<file path="config.mk">
export PLATFORM = sky130hd
export DESIGN_NAME = calendar_date_counter_core
export DESIGN_NICKNAME = d
export VERILOG_FILES = /design/src/rtl/core/cdc_pkg.sv /design/src/rtl/core/calendar_date_counter_core.sv /design/src/rtl/core/cdc_ctrl.sv /design/src/rtl/core/cdc_dp.sv
export SDC_FILE = /design/constraint.sdc
export NUM_CORES = 1
export LEC_CHECK = 0
export BUFFER_PORTS_ARGS = -buffer_cell sky130_fd_sc_hd__buf_2
export CELL_PAD_IN_SITES_DETAIL_PLACEMENT = 1
export CELL_PAD_IN_SITES_GLOBAL_PLACEMENT = 1
export CORE_ASPECT_RATIO = 0.8
export CORE_MARGIN = 3
export CORE_UTILIZATION = 40
export DETAILED_ROUTE_END_ITERATION = 10
export PLACE_DENSITY_LB_ADDON = 0.1
export RECOVER_POWER = 100
export SLEW_MARGIN = 25
export SYNTH_ARGS = -nofsm -noshare
export SYNTH_HDL_FRONTEND = slang
export SYNTH_SLANG_ARGS = --single-unit
</file>
<file path="constraint.sdc">
create_clock -name clk -period 5.8 [get_ports clk]
set_clock_uncertainty 0.15 [all_clocks]
set_input_delay 0.29 -clock clk [delete_from_list [all_inputs] [get_ports clk]]
set_output_delay 0.29 -clock clk [all_outputs]
set_load 0.01 [all_outputs]
</file>
<file path="src/rtl/core/cdc_pkg.sv">
// Shared types and constants of the calendar date counter
package cdc_pkg;

    localparam int MAX_ADVANCE = 65535;
    localparam int CNT_W       = $clog2(MAX_ADVANCE + 1);

    localparam logic KIND_SET     = 1'b0;
    localparam logic KIND_ADVANCE = 1'b1;

    localparam logic [11:0] YEAR_MIN     = 12'd1900;
    localparam logic [11:0] YEAR_MAX_SET = 12'd2100;
    localparam logic [11:0] YEAR_DEFAULT = 12'd2021;
    localparam logic [11:0] YEAR_CEILING = 12'd4095;

    typedef enum logic {
        ST_IDLE,
        ST_STEP
    } cdc_state_t;

    typedef struct packed {
        logic load_date;
        logic load_count;
        logic step;
    } cdc_cmd_t;

    typedef struct packed {
        logic count_zero;
        logic count_last;
    } cdc_stat_t;

endpackage

</file>
<file path="src/rtl/core/calendar_date_counter_core.sv">
// Calendar date counter top level: controller and datapath
// A set item (kind 0) or an advance by zero days returns its date in the cycle
// after start; an advance by n days returns it once all n days are stepped, as
// the day step unit moves the date by one day per cycle. busy is high while
// days are being stepped; start is taken whenever busy is low, including in
// the cycle that shows a result. Each result is shown for a single cycle,
// marked by done, and cannot be held off: capture it in that cycle. The
// outputs keep showing the current date between results.
module calendar_date_counter_core (
    input  logic        clk,
    input  logic        rst_n,
    input  logic        start,
    input  logic        kind,
    input  logic [5:0]  day_in,
    input  logic [3:0]  month_in,
    input  logic [11:0] year_in,
    input  logic [15:0] count,
    output logic        busy,
    output logic        done,
    output logic [4:0]  day_out,
    output logic [3:0]  month_out,
    output logic [11:0] year_out,
    output logic        leap_year
);
    import cdc_pkg::*;

    cdc_cmd_t  cmd;
    cdc_stat_t stat;

    cdc_ctrl u_ctrl (
        .clk   (clk),
        .rst_n (rst_n),
        .start (start),
        .kind  (kind),
        .stat  (stat),
        .cmd   (cmd),
        .busy  (busy),
        .done  (done)
    );

    cdc_dp u_dp (
        .clk       (clk),
        .rst_n     (rst_n),
        .cmd       (cmd),
        .stat      (stat),
        .day_in    (day_in),
        .month_in  (month_in),
        .year_in   (year_in),
        .count     (count),
        .day_out   (day_out),
        .month_out (month_out),
        .year_out  (year_out),
        .leap_year (leap_year)
    );

endmodule

</file>
<file path="src/rtl/core/cdc_ctrl.sv">
// Controller state machine of the calendar date counter
module cdc_ctrl (
    input  logic              clk,
    input  logic              rst_n,
    input  logic              start,
    input  logic              kind,
    input  cdc_pkg::cdc_stat_t stat,
    output cdc_pkg::cdc_cmd_t  cmd,
    output logic              busy,
    output logic              done
);
    import cdc_pkg::*;

    cdc_state_t state_reg, state_next;
    logic       done_reg, done_next;

    always_ff @(posedge clk or negedge rst_n)
    begin
        if (!rst_n)
        begin
            state_reg <= ST_IDLE;
            done_reg  <= 1'b0;
        end
        else
        begin
            state_reg <= state_next;
            done_reg  <= done_next;
        end
    end

    always_comb
    begin
        state_next = state_reg;
        done_next  = 1'b0;
        cmd        = '0;
        busy       = 1'b0;
        unique case (state_reg)
            ST_IDLE:
            begin
                if (start)
                begin
                    if (kind == KIND_SET)
                    begin
                        cmd.load_date = 1'b1;
                        done_next     = 1'b1;
                    end
                    else
                    begin
                        cmd.load_count = 1'b1;
                        // zero days: answer at once with the date held
                        if (stat.count_zero)
                            done_next = 1'b1;
                        else
                            state_next = ST_STEP;
                    end
                end
            end
            ST_STEP:
            begin
                busy     = 1'b1;
                cmd.step = 1'b1;
                if (stat.count_last)
                begin
                    done_next  = 1'b1;
                    state_next = ST_IDLE;
                end
            end
            default:
            begin
                state_next = ST_IDLE;
            end
        endcase
    end

    assign done = done_reg;

endmodule

</file>
<file path="src/rtl/core/cdc_dp.sv">
// Datapath of the calendar date counter: date registers, day step and day count
module cdc_dp (
    input  logic              clk,
    input  logic              rst_n,
    input  cdc_pkg::cdc_cmd_t  cmd,
    output cdc_pkg::cdc_stat_t stat,
    input  logic [5:0]        day_in,
    input  logic [3:0]        month_in,
    input  logic [11:0]       year_in,
    input  logic [15:0]       count,
    output logic [4:0]        day_out,
    output logic [3:0]        month_out,
    output logic [11:0]       year_out,
    output logic              leap_year
);
    import cdc_pkg::*;

    // year is also kept as century and year within century, so that the leap rule
    // needs only the low bits of each and a zero test of the year within century
    localparam logic [5:0]  CENT_DEFAULT = 6'(YEAR_DEFAULT / 100);
    localparam logic [6:0]  LO_DEFAULT   = 7'(YEAR_DEFAULT % 100);
    localparam logic [11:0] Y1900        = 12'd1900;
    localparam logic [11:0] Y2000        = 12'd2000;
    localparam logic [11:0] Y2100        = 12'd2100;
    localparam logic [6:0]  LO_LAST      = 7'd99;

    localparam logic [4:0] MONTH_LEN [16] = '{
        5'd0, 5'd31, 5'd28, 5'd31, 5'd30, 5'd31, 5'd30, 5'd31,
        5'd31, 5'd30, 5'd31, 5'd30, 5'd31, 5'd31, 5'd31, 5'd31
    };

    function automatic logic leap_of(input logic [5:0] cent, input logic [6:0] lo);
        if (lo == 7'd0)
            return cent[1:0] == 2'd0;
        else
            return lo[1:0] == 2'd0;
    endfunction

    function automatic logic [4:0] days_in(input logic [3:0] month, input logic leap);
        logic [4:0] len;
        len = MONTH_LEN[month];
        if (month == 4'd2 && leap)
            len = 5'd29;
        return len;
    endfunction

    logic [4:0]       day_reg, day_next;
    logic [3:0]       month_reg, month_next;
    logic [11:0]      year_reg, year_next;
    logic [5:0]       cent_reg, cent_next;
    logic [6:0]       lo_reg, lo_next;
    logic [CNT_W-1:0] cnt_reg, cnt_next;

    logic [3:0]       month_sel;
    logic [11:0]      year_sel;
    logic [5:0]       cent_sel;
    logic [6:0]       lo_sel;
    logic [4:0]       dim_sel;
    logic [4:0]       day_sel;
    logic [4:0]       dim_cur;
    logic             leap_cur;
    logic [CNT_W-1:0] cnt_load;

    always_ff @(posedge clk or negedge rst_n)
    begin
        if (!rst_n)
        begin
            day_reg   <= 5'd1;
            month_reg <= 4'd1;
            year_reg  <= YEAR_DEFAULT;
            cent_reg  <= CENT_DEFAULT;
            lo_reg    <= LO_DEFAULT;
            cnt_reg   <= '0;
        end
        else
        begin
            day_reg   <= day_next;
            month_reg <= month_next;
            year_reg  <= year_next;
            cent_reg  <= cent_next;
            lo_reg    <= lo_next;
            cnt_reg   <= cnt_next;
        end
    end

    // checked date for a set item
    always_comb
    begin
        month_sel = (month_in >= 4'd1 && month_in <= 4'd12) ? month_in : 4'd1;
        year_sel  = (year_in >= YEAR_MIN && year_in <= YEAR_MAX_SET) ? year_in
                                                                      : YEAR_DEFAULT;
        priority if (year_sel >= Y2100)
        begin
            cent_sel = 6'd21;
            lo_sel   = 7'(year_sel - Y2100);
        end
        else if (year_sel >= Y2000)
        begin
            cent_sel = 6'd20;
            lo_sel   = 7'(year_sel - Y2000);
        end
        else
        begin
            cent_sel = 6'd19;
            lo_sel   = 7'(year_sel - Y1900);
        end
        dim_sel = days_in(month_sel, leap_of(cent_sel, lo_sel));
        day_sel = (day_in != 6'd0 && day_in <= {1'b0, dim_sel}) ? day_in[4:0] : 5'd1;
    end

    assign leap_cur = leap_of(cent_reg, lo_reg);
    assign dim_cur  = days_in(month_reg, leap_cur);
    assign cnt_load = (32'(count) > MAX_ADVANCE) ? CNT_W'(MAX_ADVANCE) : CNT_W'(count);

    always_comb
    begin
        day_next   = day_reg;
        month_next = month_reg;
        year_next  = year_reg;
        cent_next  = cent_reg;
        lo_next    = lo_reg;
        cnt_next   = cnt_reg;
        if (cmd.load_date)
        begin
            day_next   = day_sel;
            month_next = month_sel;
            year_next  = year_sel;
            cent_next  = cent_sel;
            lo_next    = lo_sel;
        end
        if (cmd.load_count)
            cnt_next = cnt_load;
        if (cmd.step)
        begin
            cnt_next = cnt_reg - CNT_W'(1);
            priority if (day_reg < dim_cur)
            begin
                day_next = day_reg + 5'd1;
            end
            else if (month_reg < 4'd12)
            begin
                month_next = month_reg + 4'd1;
                day_next   = 5'd1;
            end
            else if (year_reg < YEAR_CEILING)
            begin
                year_next  = year_reg + 12'd1;
                month_next = 4'd1;
                day_next   = 5'd1;
                if (lo_reg == LO_LAST)
                begin
                    lo_next   = 7'd0;
                    cent_next = cent_reg + 6'd1;
                end
                else
                begin
                    lo_next = lo_reg + 7'd1;
                end
            end
            else
            begin
                // hold 31 December of the ceiling year
                day_next = day_reg;
            end
        end
    end

    assign stat.count_zero = (cnt_load == '0);
    assign stat.count_last = (cnt_reg == CNT_W'(1));

    assign day_out   = day_reg;
    assign month_out = month_reg;
    assign year_out  = year_reg;
    assign leap_year = leap_cur;

endmodule

</file>
=== Word level (Yosys, flattened, before mapping) ===
Memories as Yosys holds them, arrays and structs flattened.
Cells that the tools add are included.

* Add/subtract/negate cells: 9
* $lt $le $gt $ge: 12
* Eq/ne operators: 5
* Multiplexer cells: 59
* Bitwise logic cells: 3
* Reductions and logical operators: 16

{| class="wikitable"
|+ Operator list
! cell !! number
|-
| two-way mux 12 bit || 6
|-
| two-way mux 5 bit || 12
|-
| two-way mux 7 bit || 8
|-
| two-way mux 6 bit || 7
|-
| two-way mux 16 bit || 2
|-
| greater-or-equal comparator 12 x 11 -> 1 bit (second input constant) || 2
|-
| two-way mux 4 bit || 6
|-
| == test 16 x 1 -> 1 bit (second input constant) || 1
|-
| zero test 16 bit || 1
|-
| subtractor 16 x 1 -> 16 bit (second input constant) || 1
|-
| zero test 7 bit || 2
|-
| subtractor 7 bit (second input constant) || 2
|-
| two-way mux 1 bit || 13
|-
| adder 12 x 1 -> 12 bit (second input constant) || 1
|-
| greater-or-equal comparator 12 bit (second input constant) || 1
|-
| less-or-equal comparator 12 bit (second input constant) || 1
|-
| < comparator 12 bit (second input constant) || 1
|-
| greater-or-equal comparator 5 bit (second input constant) || 2
|-
| inverter 4 -> 5 bit || 2
|-
| == test 4 x 2 -> 1 bit (second input constant) || 2
|-
| zero test 2 bit || 4
|-
| adder 7 x 1 -> 7 bit (second input constant) || 1
|-
| == test 7 bit (second input constant) || 1
|-
| subtractor 7 x 6 -> 7 bit (second input constant) || 1
|-
| other kinds (17) || 24
|}

* Register bits after elaboration: 52
* Bits in read-only memories: 160
* Bits of input ports: 42
* Output and inout bits: 24
* Logic and storage cells: 114
* Memories: 2

{| class="wikitable"
|+ Memory list
! name !! depth !! width !! rd ports !! clocked after memory_dff !! wr ports !! RTL line !! RTL
|-
| (name not given) || 16 || 5 || 1 || 0 || 0 || cdc_dp.sv:41 || <nowiki>len = MONTH_LEN[month];</nowiki>
|-
| (name not given) || 16 || 5 || 1 || 0 || 0 || cdc_dp.sv:41 ||
|}

=== Depth between registers and ports, before layout ===
Gate-level depths: netlist (run 1).

* Word-level depth: 15
* Gate-level depth with buffers: 20
* Gate-level depth less buffers: 19

=== Modules after synthesis ===
From an unflattened synthesis (run 1), not the netlist that was laid out.

* Cell total of the unflattened synthesis: 464
* Area total of the unflattened synthesis: 3839.9 um^2

{| class="wikitable"
|+ Modules (own cells, without submodules)
! module !! instances !! cells each !! area each (um^2) !! seq. area each (um^2)
|-
| cdc_dp || 1 || 452 || 3722.3 || 1167.4
|-
| cdc_ctrl || 1 || 12 || 117.6 || 50.0
|}

=== Worst setup path before layout (run 1) ===
OpenSTA, ideal clock, no wires.

* Path kind: input to register
* From: input port year_in[4]
* To: register u_dp.day_reg[0] (netlist: u_dp.day_out[0])
* Library setup time: 103 ps
* Arrival: 3506 ps
* Data required time: 5547 ps
* Slack: 2041 ps
* Stages: 17
* Path buffers: 1
* Cell sequence: buf_2 > o211ai_1 > o211ai_1 > nand2_1 > nand2_1 > ha_1 > inv_1 > a31o_2 > a211oi_1 > a211oi_1 > a211oi_1 > a21oi_1 > ha_1 > nand4_1 > a311oi_1 > o2111a_1 > a211oi_1

* Longest elaborated chain between the ends: 15
* Elaborated cells on any way between the ends: 24
* Those cells by class: 3 x add/sub; 5 x order compare; 10 x mux; 6 x reduce/logical

{| class="wikitable"
|+ Ends and longest elaborated chain
! element !! RTL line !! RTL
|-
| start, declared || calendar_date_counter_core.sv:16 || <nowiki>input logic [11:0] year_in,</nowiki>
|-
| greater-or-equal comparator 12 x 11 -> 1 bit / less-or-equal comparator 12 bit (equally long branches) || cdc_dp.sv:90 || <nowiki>year_sel = (year_in >= YEAR_MIN && year_in <= YEAR_MAX_SET) ? year_in</nowiki>
|-
| logical AND 1 bit || cdc_dp.sv:90 ||
|-
| two-way mux 12 bit (*) || cdc_dp.sv:90 ||
|-
| greater-or-equal comparator 12 x 11 -> 1 bit, or another cell as far along || cdc_dp.sv:97 || <nowiki>else if (year_sel >= Y2000)</nowiki>
|-
| two-way mux 7 bit / two-way mux 3 bit (equally long branches) || cdc_dp.sv:97 ||
|-
| two-way mux 7 bit / two-way mux 6 bit (equally long branches) || cdc_dp.sv:92 || <nowiki>priority if (year_sel >= Y2100)</nowiki>
|-
| zero test 7 bit, or another cell as far along || cdc_dp.sv:33 || <nowiki>if (lo == 7'd0)</nowiki>
|-
| two-way mux 1 bit (*) || cdc_dp.sv:33 ||
|-
| logical AND 1 bit (*) || cdc_dp.sv:42 || <nowiki>if (month == 4'd2 && leap)</nowiki>
|-
| two-way mux 5 bit (*) || cdc_dp.sv:42 ||
|-
| less-or-equal comparator 6 x 5 -> 1 bit (*) || cdc_dp.sv:108 || <nowiki>day_sel = (day_in != 6'd0 && day_in <= {1'b0, dim_sel}) ? day_in[4:0] : 5'd1;</nowiki>
|-
| logical AND 1 bit (*) || cdc_dp.sv:108 ||
|-
| two-way mux 5 bit (*) || cdc_dp.sv:108 ||
|-
| two-way mux 5 bit (*) || cdc_dp.sv:123 || <nowiki>if (cmd.load_date)</nowiki>
|-
| two-way mux 5 bit (*) || cdc_dp.sv:133 || <nowiki>if (cmd.step)</nowiki>
|-
| end signal, assigned || cdc_dp.sv:77 || <nowiki>day_reg <= day_next;</nowiki>
|-
| end, declared || cdc_dp.sv:47 || <nowiki>logic [4:0] day_reg, day_next;</nowiki>
|}

Mark *: on every way between the ends. The rest lies on a longest branch, timed or not. The select of a mux whose other input is x is not followed.
A chain may end at the register's enable or synchronous reset.

=== Final worst setup path (run 1) ===
Same ends and word-level chain as after synthesis.

==> results of run 1 <==
logic make-up (layout without fill, tap and decap cells):
kind of cell               Yosys count  after routing  share of synthesized area
and+or+nand+nor                    169            169                      0.234
xor gates and xnor gates            14             14                     0.0326
DFF                                 48             48                      0.323
adders and majority gates           19             19                     0.0632
AOI/OAI and AO/OA                  128            128                      0.237
other                                1              1                   0.000996
muxes                               21             21                     0.0588
buffers and inverters               45            101                     0.0495
per-stage QoR:
step	util	cells	power, W	worst slack (ns)	area, um2
final	0.469	616	0.00135	1.04	4280
after global placement	0.457	607	0.00103	1.18	4170
after floorplan	-	445	0.000874	2.04	3760
after CTS	0.474	616	0.00138	1.27	4320
after global routing	0.469	616	0.00146	0.724	4280
after detailed placement	0.457	607	0.00106	0.973	4170
path summary, 6_finish.rpt:
check	start	to	slack (ns)	cells after the start
worst max-delay path	year_in[4]	u_dp.day_out[0]	1.04	20
worst min-delay path	count[14]	u_dp.cnt_reg[14]	0.08	3
worst max register to register	u_dp.cent_reg[0]	u_dp.year_out[6]	1.72	12
worst min register to register	u_dp.cnt_reg[0]	u_dp.cnt_reg[0]	0.39	1
max in group asynchronous	rst_n	u_dp.year_out[3]	2.59	3
min in group asynchronous	rst_n	u_dp.lo_reg[1]	1.34	3
area by class of cell:
class / instances / area (um2)
clock inverters: 2 / 10.0
clock buffers: 6 / 139
flip-flops and latches: 48 / 1220
repair buffers: 70 / 335
inverters: 23 / 86.3
fillers: 1137 / 4840
multi-input cells: 352 / 2340
well taps: 115 / 144
routing by layer:
| metal | up-vias | wire [um] |
|---|---|---|
| met4 | 0 | 107 |
| met3 | 12 | 498 |
| met5 | - | 0 |
| met1 | 1821 | 6100 |
| met2 | 69 | 5180 |
| li1 | 1795 | - |
cell usage in the layout, fill, tap and decap left out, types with 4 or more instances in the layout:
cell       netlist  final
dfrtp_1         35     35
clkbuf_1        10     18
a21oi_1         24     24
a31oi_1          4      4
nand2b_1         6      6
inv_1           23     23
clkbuf_16        0      5
mux2i_1         12     12
nand4_1          5      5
nand3_1         16     16
dfstp_1          0     10
o21a_1           4      4
o22ai_1          4      4
a311oi_1         8      8
a221oi_1         7      7
ha_1            19     19
nor4_1          11     11
xor2_1           8      8
and3_1          13     13
a32oi_1          5      5
xnor2_1          6      6
o21ai_0         27     27
o211ai_1         5      5
nor3_1          14     15
buf_2            8     50
a211oi_1         9      9
mux2_2           9      9
or2_2            4      4
nor2_1          33     32
nand2_1         41     41
critical path: stages:
cell and delay (ns):
clkbuf_1 0.30, o211ai_1 0.25, o211ai_1 0.51, nand2_1 0.35, nand2_1 0.20, inv_1 0.08
ha_1 0.24, inv_1 0.12, and2_0 0.14, o221ai_1 0.12, a211oi_1 0.44, a211oi_1 0.10
a21oi_1 0.26, ha_1 0.19, inv_1 0.04, a21oi_1 0.13, o21bai_1 0.07, a311oi_1 0.63
o2111a_1 0.29, a211oi_1 0.05
power by group:
group / internal [W] / switching [W] / total, W
combinational: 0.000224 / 0.000280 / 0.000503
sequential: 0.000425 / 0.000119 / 0.000544
clock: 0.000170 / 0.000134 / 0.000304
==> impl_metrics.tcl, run 1 <==
set metrics [dict create \
    grt_overflow 0 \
    clock_latency_ns 0.30 \
    netlist.top_cell.by_area "dfrtp_1" \
    fmax_mhz 210 \
    cts.repair.resized 0 \
    syn_avg_cell_area_um2 8.46 \
    synth_cell_types 64 \
    core_area_mm2 0.00911 \
    slew_violations 49 \
    antenna_found_initial 0 \
    peakVddDrop_v 0.000225 \
    setup_tns_ns 0 \
    met3_usage 0.0392 \
    root_buffer "clkbuf_16" \
    grt_util_met1 0.348 \
    grt_pass1_vias 3748 \
    first_pass_iters 4 \
    synth_top_cell_area_share 0.233 \
    worst_hold_slack_ns 0.0807 \
    yosys_warnings 0 \
    syn-num-nets 506 \
    worstSetupPathType "input pin to flip-flop" \
    drt-vias-per-instance 6.00 \
    grt_busiest_layer "met1" \
    routedWlPerCell_um 19.3 \
    post-route-period-util 0.820 \
    grt_max_degree 49 \
    rsz0062_at_grt "no" \
    ant_nets 0 \
    die_w_um 114 \
    hp-class "input pin to flip-flop" \
    drt_iter0_markers 260 \
    cp-end-kind "flip-flop" \
    crit_fanout 10 \
    clockBufferDepth 2 \
    rows 31 \
    clk_pin_slew_ns 0.07 \
    ys_ff_latch 48 \
    leakage_nw 1.84 \
    cts_max_level 2 \
    maxSlewHeadroom -0.839 \
    cellPowerDensity_mw_per_mm2 316 \
    grtUsageMet2 0.347 \
    setup_viol 0 \
    globalplace.congestion 0.918 \
    syn_to_final_growth_pct 13.6 \
    status "complete, but fails checks" \
    start_util 0.413 \
    cts-buffers-inserted 5 \
    fin_crit_ns 4.76 \
    synth_ff_type "dfrtp_1" \
    place.port_buffers 65 \
    crit_arrival_ns 4.80 \
    cts_hold_buf 1 \
    synthesis.area_mm2 0.00376 \
    largest_reg_flops 16 \
    synth.most_common_cell "nand2_1" \
    die_y_um 92.8 \
    maxCapViolations 1 \
    syn_inst 445 \
    grt_pass1_wl_um 19700 \
    worstMarginPinSlew_ns 2.76 \
    final_hold_viol_count 0 \
    grt_use_total 0.231 \
    synthArstFlopShare 1.00 \
    synth_common_cells "nand2_1, dfrtp_1, nor2_1, o21ai_0, a21oi_1" \
    dieArea_mm2 0.0106 \
    antennaDiodeCount 0 \
    ys_top_cells_by_area "dfrtp_1, dfstp_2, ha_1" \
    layout-drive-gt1-share 0.160 \
    worstPathRequired_ns 5.85 \
    pin_count 66 \
    cts_sinks 48 \
    cts_tree "done" \
    seq_area_frac_synth 0.323 \
    drt-total-wl_um 11900 \
    start_kind "input pin" \
    cts_setup_buffers 0 \
    fin_nets 561 \
    drcViolationCount 0 \
    post-dp-hpwl_um 9050 \
    vias 3697 \
    synth-edff-count 0 \
    violations "capacitance limit, slew limit" \
]
(Power assumes the default switching activity.)
==> inputs of run 2 (changes only) <==
==> constraint.sdc (replaced) <==
create_clock -name clk -period 4.9 [get_ports clk]
set_clock_uncertainty 0.15 [all_clocks]
set_input_delay 0.245 -clock clk [delete_from_list [all_inputs] [get_ports clk]]
set_output_delay 0.245 -clock clk [all_outputs]
set_load 0.01 [all_outputs]
==> run 2 against run 1 <==
  * Total power grew 17%
  * Highest routed layer unchanged
  * Cell count is 0.65% higher
  * Largest power group unchanged
  * Count of clock-buffer cells in the layout is 1 higher
  * Worst hold slack worse by 0.044 ns
  * The flow still finishes with violations (capacitance limit, slew limit)
==> impl_metrics.tcl, run 2 (synthesis gave the netlist of run 1 again) <==
set metrics [dict create \
    status "complete, but fails checks" \
    violations "capacitance limit, slew limit" \
    setup_viol 0 \
    cts.repair.resized 0 \
    pin_count 66 \
    combPwrFrac 0.375 \
    antenna_found_initial 0 \
    wl_met2_um 5120 \
    routedWlPerCell_um 19.4 \
    grt_pass1_wl_um 19500 \
    first_pass_iters 5 \
    slew_violations 49 \
    clk_pin_slew_ns 0.07 \
    cellPowerDensity_mw_per_mm2 370 \
    core_area_mm2 0.00911 \
    grt_max_degree 49 \
    layout_commonest_cell "buf_2" \
    setup_tns_ns 0 \
    grt_use_total 0.228 \
    r2r-start "u_dp.cent_reg[0]" \
    rows 31 \
    peakVddDrop_v 0.000223 \
    top_layer "met4" \
    vias 3723 \
    mostFrequentLayoutCells "buf_2, nand2_1, dfrtp_1" \
    maxCapViolations 1 \
    max_stage_delay_ns 0.52 \
    fin_crit_ns 4.42 \
    cts-buffers-inserted 5 \
    wl_met3_um 487 \
    r2r_setup_slack_ns 0.88 \
    post-route-period-util 0.903 \
    dieArea_mm2 0.0106 \
    fin_nets 565 \
    worstPathRequired_ns 4.95 \
    endpoint "u_dp.day_out[0]" \
    drt_iter0_markers 222 \
    internal_power_w 0.000958 \
    cts_tree "done" \
    leakage_nw 1.84 \
    reg2reg_to "u_dp.year_out[11]" \
    setup_slack_ns 0.476 \
    cts_max_level 2 \
    multiInputGateArea_mm2 0.00234 \
    cts_sinks 48 \
    hp-class "input pin to flip-flop" \
    drt-met1-wl_um 6280 \
    largest_reg_flops 16 \
    power.share.clock 0.217 \
    p_sw_w 0.000624 \
    antennaDiodeCount 0 \
    drcViolationCount 0 \
    rsz0062_at_grt "no" \
    start_kind "input pin" \
    clockBufferDepth 2 \
    crit_fanout 10 \
    globalplace.congestion 0.903 \
    grt_overflow 0 \
    syn_to_final_growth_pct 13.7 \
    place.port_buffers 65 \
    final_hold_viol_count 0 \
    drt-total-wl_um 12000 \
    clock_latency_ns 0.29 \
    place_ws_ns 0.357 \
    layout-drive-gt1-share 0.156 \
    worstMarginPinSlew_ns 2.73 \
    worst_hold_slack_ns 0.0362 \
    start_util 0.413 \
    pwr-share-seq 0.408 \
    switching_share 0.394 \
    ant_nets 0 \
    post-dp-hpwl_um 8960 \
    worstSetupPathType "input pin to flip-flop" \
    die_y_um 92.8 \
    crit_start "year_in[4]" \
    maxSlewHeadroom -0.819 \
    die_w_um 114 \
    cp-end-kind "flip-flop" \
    root_buffer "clkbuf_16" \
    crit_arrival_ns 4.47 \
    ff2ff_path_depth 12 \
    fmax_mhz 226 \
    drt-vias-per-instance 6.00 \
    register_area_mm2 0.00122 \
    n_fill_cell 1118 \
    grt_pass1_vias 3711 \
    cp_slowest_cell "o211ai_1" \
    path_cells "buf_2 > o211ai_1 > o211ai_1 > nand2_1 > nand2_1 > inv_1 > ha_1 > inv_1 > and2_1 > o221ai_1 > a211oi_1 > a211oi_1 > a21oi_1 > ha_1 > inv_1 > a21oi_1 > o21bai_1 > a311oi_1 > clkbuf_1 > o2111a_1 > a211oi_1" \
]
run 2: metrics by stage:
stage | power, W | instance area, um2 | utilization | std cells
floorplan | 0.00103 | 3760 | - | 445
global placement | 0.00123 | 4200 | 0.460 | 611
detailed placement | 0.00126 | 4200 | 0.460 | 611
CTS | 0.00161 | 4340 | 0.476 | 620
global route | 0.00170 | 4280 | 0.470 | 620
finish | 0.00158 | 4280 | 0.470 | 620
run 2: worst max-delay path: cells and delay by family:
kind                       cells  cell delay (ns)
AOI/OAI and AO/OA             11             2.37
and+or+nand+nor                3             0.72
adders and majority gates      2             0.44
buffers and inverters          5             0.67
run 2: what timing repair did:
item                                    4_1_cts  5_1_grt
endpoints found under the hold margin        35        0
setup buffers                                 0        0
endpoints found under the setup margin        0        0
hold buffers                                  1        0
run 2: worst min path at each step:
stage	start	end	slack, ns	cells past startpoint
global route	count[3]	u_dp.cnt_reg[3]	0.06	3
floorplan	rst_n	u_ctrl.done	-0.20	0
global placement	rst_n	u_dp.lo_reg[1]	0.26	2
CTS	count[14]	u_dp.cnt_reg[14]	0.03	3
detailed placement	rst_n	u_dp.lo_reg[3]	0.25	2
finish	count[14]	u_dp.cnt_reg[14]	0.04	3
run 2: power groups by stage:
stage	clock (W)	sequential, W	combinational (W)
final	0.000344	0.000646	0.000593
after global routing	0.000368	0.000665	0.000665
after CTS	0.000349	0.000652	0.000608
after detailed placement	0	0.000656	0.000605
after global placement	0	0.000648	0.000577
after floorplan	0	0.000630	0.000405
run 2: routing by layer:
layer,up-vias,track usage
met3,13,0.0359
li1,1790,-
met5,-,0
met2,86,0.334
met4,0,0.0475
met1,1834,0.350
run 2: final cells by class:
cell class | instances | share of cell area
Inverter | 23 | 0.0202
Clock inverter | 1 | 0.00117
Multi-Input combinational cell | 352 | 0.548
Timing Repair Buffer | 74 | 0.0821
Sequential cell | 48 | 0.284
Tap cell | 115 | 0.0336
Clock buffer | 7 | 0.0310
==> inputs of run 3 (changes only) <==
--- a/config.mk
+++ b/config.mk
@@ -10,11 +10,10 @@
 export CELL_PAD_IN_SITES_GLOBAL_PLACEMENT = 1
 export CORE_ASPECT_RATIO = 0.8
 export CORE_MARGIN = 3
-export CORE_UTILIZATION = 40
+export CORE_UTILIZATION = 38
 export DETAILED_ROUTE_END_ITERATION = 10
 export PLACE_DENSITY_LB_ADDON = 0.1
 export RECOVER_POWER = 100
-export SLEW_MARGIN = 25
 export SYNTH_ARGS = -nofsm -noshare
 export SYNTH_HDL_FRONTEND = slang
 export SYNTH_SLANG_ARGS = --single-unit
==> constraint.sdc (replaced) <==
create_clock -name clk -period 4 [get_ports clk]
set_clock_uncertainty 0.15 [all_clocks]
set_input_delay 0.2 -clock clk [delete_from_list [all_inputs] [get_ports clk]]
set_output_delay 0.2 -clock clk [all_outputs]
set_load 0.01 [all_outputs]
==> run 3 against run 2 <==
  * The run still ends with capacitance limit, slew limit left
  * Global-route usage decreased by 0.16 points
  * Routed wire length increased by 1.4%
  * Worst hold slack got worse by 0.017 ns
  * Flip-flop and latch count unchanged
  * Combinational power increased by 24%
  * Cell area increased by 2.4%
  * Core utilization decreased by 0.085 points
  * First-iteration DRC count increased by 18%
  * Via count increased by 0.91%
==> impl_metrics.tcl, run 3 (synthesis gave the netlist of run 1 again) <==
set metrics [dict create \
    worstSetupPathType "flip-flop to flip-flop" \
    fmax_mhz 274 \
    worstPathRequired_ns 4.03 \
    first_pass_iters 4 \
    dieArea_mm2 0.0111 \
    final_hold_viol_count 0 \
    mostFrequentLayoutCells "buf_2, nand2_1, dfrtp_1" \
    syn_to_final_growth_pct 16.4 \
    pin_count 66 \
    peakVddDrop_v 0.000172 \
    clockBufferDepth 2 \
    post-route-period-util 0.914 \
    vias 3757 \
    worstMarginPinSlew_ns 1.85 \
    violations "capacitance limit, slew limit" \
    cp_slowest_cell "dfstp_1" \
    start_util 0.403 \
    routedWlPerCell_um 18.9 \
    grt_util_met1 0.336 \
    root_buffer "clkbuf_16" \
    drcViolationCount 0 \
    grt_use_total 0.226 \
    clk_pin_slew_ns 0.07 \
    max_stage_delay_ns 0.67 \
    grt_overflow 0 \
    grt_busiest_layer "met2" \
    grtUsageMet2 0.346 \
    antennaDiodeCount 0 \
    slew_violations 34 \
    setup_tns_ns 0 \
    cts_sinks 48 \
    status "complete, but fails checks" \
    drt-vias-per-instance 5.83 \
    crit_arrival_ns 3.68 \
    antenna_found_initial 0 \
    drt_iter0_markers 261 \
    cellPowerDensity_mw_per_mm2 447 \
    globalplace.congestion 0.911 \
    layout-drive-gt1-share 0.168 \
    layout_commonest_cell "buf_2" \
    setup_viol 0 \
    die_w_um 117 \
    cts_max_level 2 \
    power_w 0.00196 \
    post-dp-hpwl_um 9120 \
    grt_max_degree 34 \
    grt_pass1_wl_um 19800 \
    worst_hold_slack_ns 0.0194 \
    crit_fanout 26 \
    place.port_buffers 65 \
    cts-buffers-inserted 5 \
    leakage_nw 1.89 \
    dpl_cell_area_mm2 0.00424 \
    core_area_mm2 0.00935 \
    fin_nets 572 \
    cts.repair.resized 0 \
    cts_tree "done" \
    largest_reg_flops 16 \
    met3_usage 0.0330 \
    grt_pass1_vias 3775 \
    die_y_um 95.0 \
    maxCapViolations 1 \
    drt-total-wl_um 12200 \
    start_kind "flip-flop" \
    fin_crit_ns 3.65 \
    maxSlewHeadroom -0.233 \
    cp-end-kind "flip-flop" \
    hp-class "input pin to flip-flop" \
    postLayoutCoreUtil 0.469 \
    path_cells "inv_1 > ha_1 > nand2_1 > a21o_1 > and3_1 > ha_1 > a21o_1 > a211oi_1 > a2111oi_0 > o21a_1 > buf_4 > and2_0 > a221oi_1" \
    ant_nets 0 \
    rsz0062_at_grt "no" \
    rows 31 \
    final_cell_area_mm2 0.00438 \
    clock_latency_ns 0.30 \
]
run 3: power by group:
| group | internal, W | switching, W |
|---|---|---|
| Combinational | 0.000334 | 0.000404 |
| Clock | 0.000232 | 0.000188 |
| Sequential | 0.000617 | 0.000182 |
| Total | 0.00118 | 0.000775 |
run 3: metal layers:
layer	wire length, um	part of all wire
met1	6190	0.51
met2	5390	0.44
met3	471	0.039
met4	119	0.0098
met5	0	0
run 3: worst max-delay path, delay by kind of cell (launching register included):
kind                     cells  cell delay (ns)
AO/OA/AOI/OAI                6             1.39
adder cells (fa/ha/maj)      2             0.46
buffers and inverters        2             0.34
flip-flops                   1             0.67
AND/OR/NAND/NOR              3             0.52
run 3: cell type report:
cell class	count	area [um2]
Multi-Input combinational cell	352	2340
Clock inverter	1	5.00
Inverter	23	86.3
Tap cell	132	165
Fill cell	1125	4970
Timing Repair Buffer	81	432
Sequential cell	48	1220
Clock buffer	7	133
run 3: path summary, 6_finish.rpt:
check                             startpoint          endpoint  slack (ns)  cells past startpoint
max                        u_dp.month_out[0]  u_dp.year_out[4]        0.35                     13
min                                 count[2]   u_dp.cnt_reg[2]        0.02                      3
max reg2reg                u_dp.month_out[0]  u_dp.year_out[4]        0.35                     13
min reg2reg                  u_dp.cnt_reg[4]   u_dp.cnt_reg[4]        0.40                      2
max in group asynchronous              rst_n  u_dp.year_out[4]        1.06                      3
min in group asynchronous              rst_n    u_dp.lo_reg[5]        0.41                      2
run 3: timing repair:
action / in CTS / in global routing
buffers inserted: 0 / 0
endpoints found under the setup margin: 0 / 0
hold buffers: 5 / 0
endpoints found under the hold margin: 19 / 0
run 3: metrics by stage:
step	instances	setup slack (ns)
floorplan	445	0.331
global placement	631	0.372
detailed placement	631	0.174
CTS	644	0.471
global route	644	0.0695
finish	644	0.345
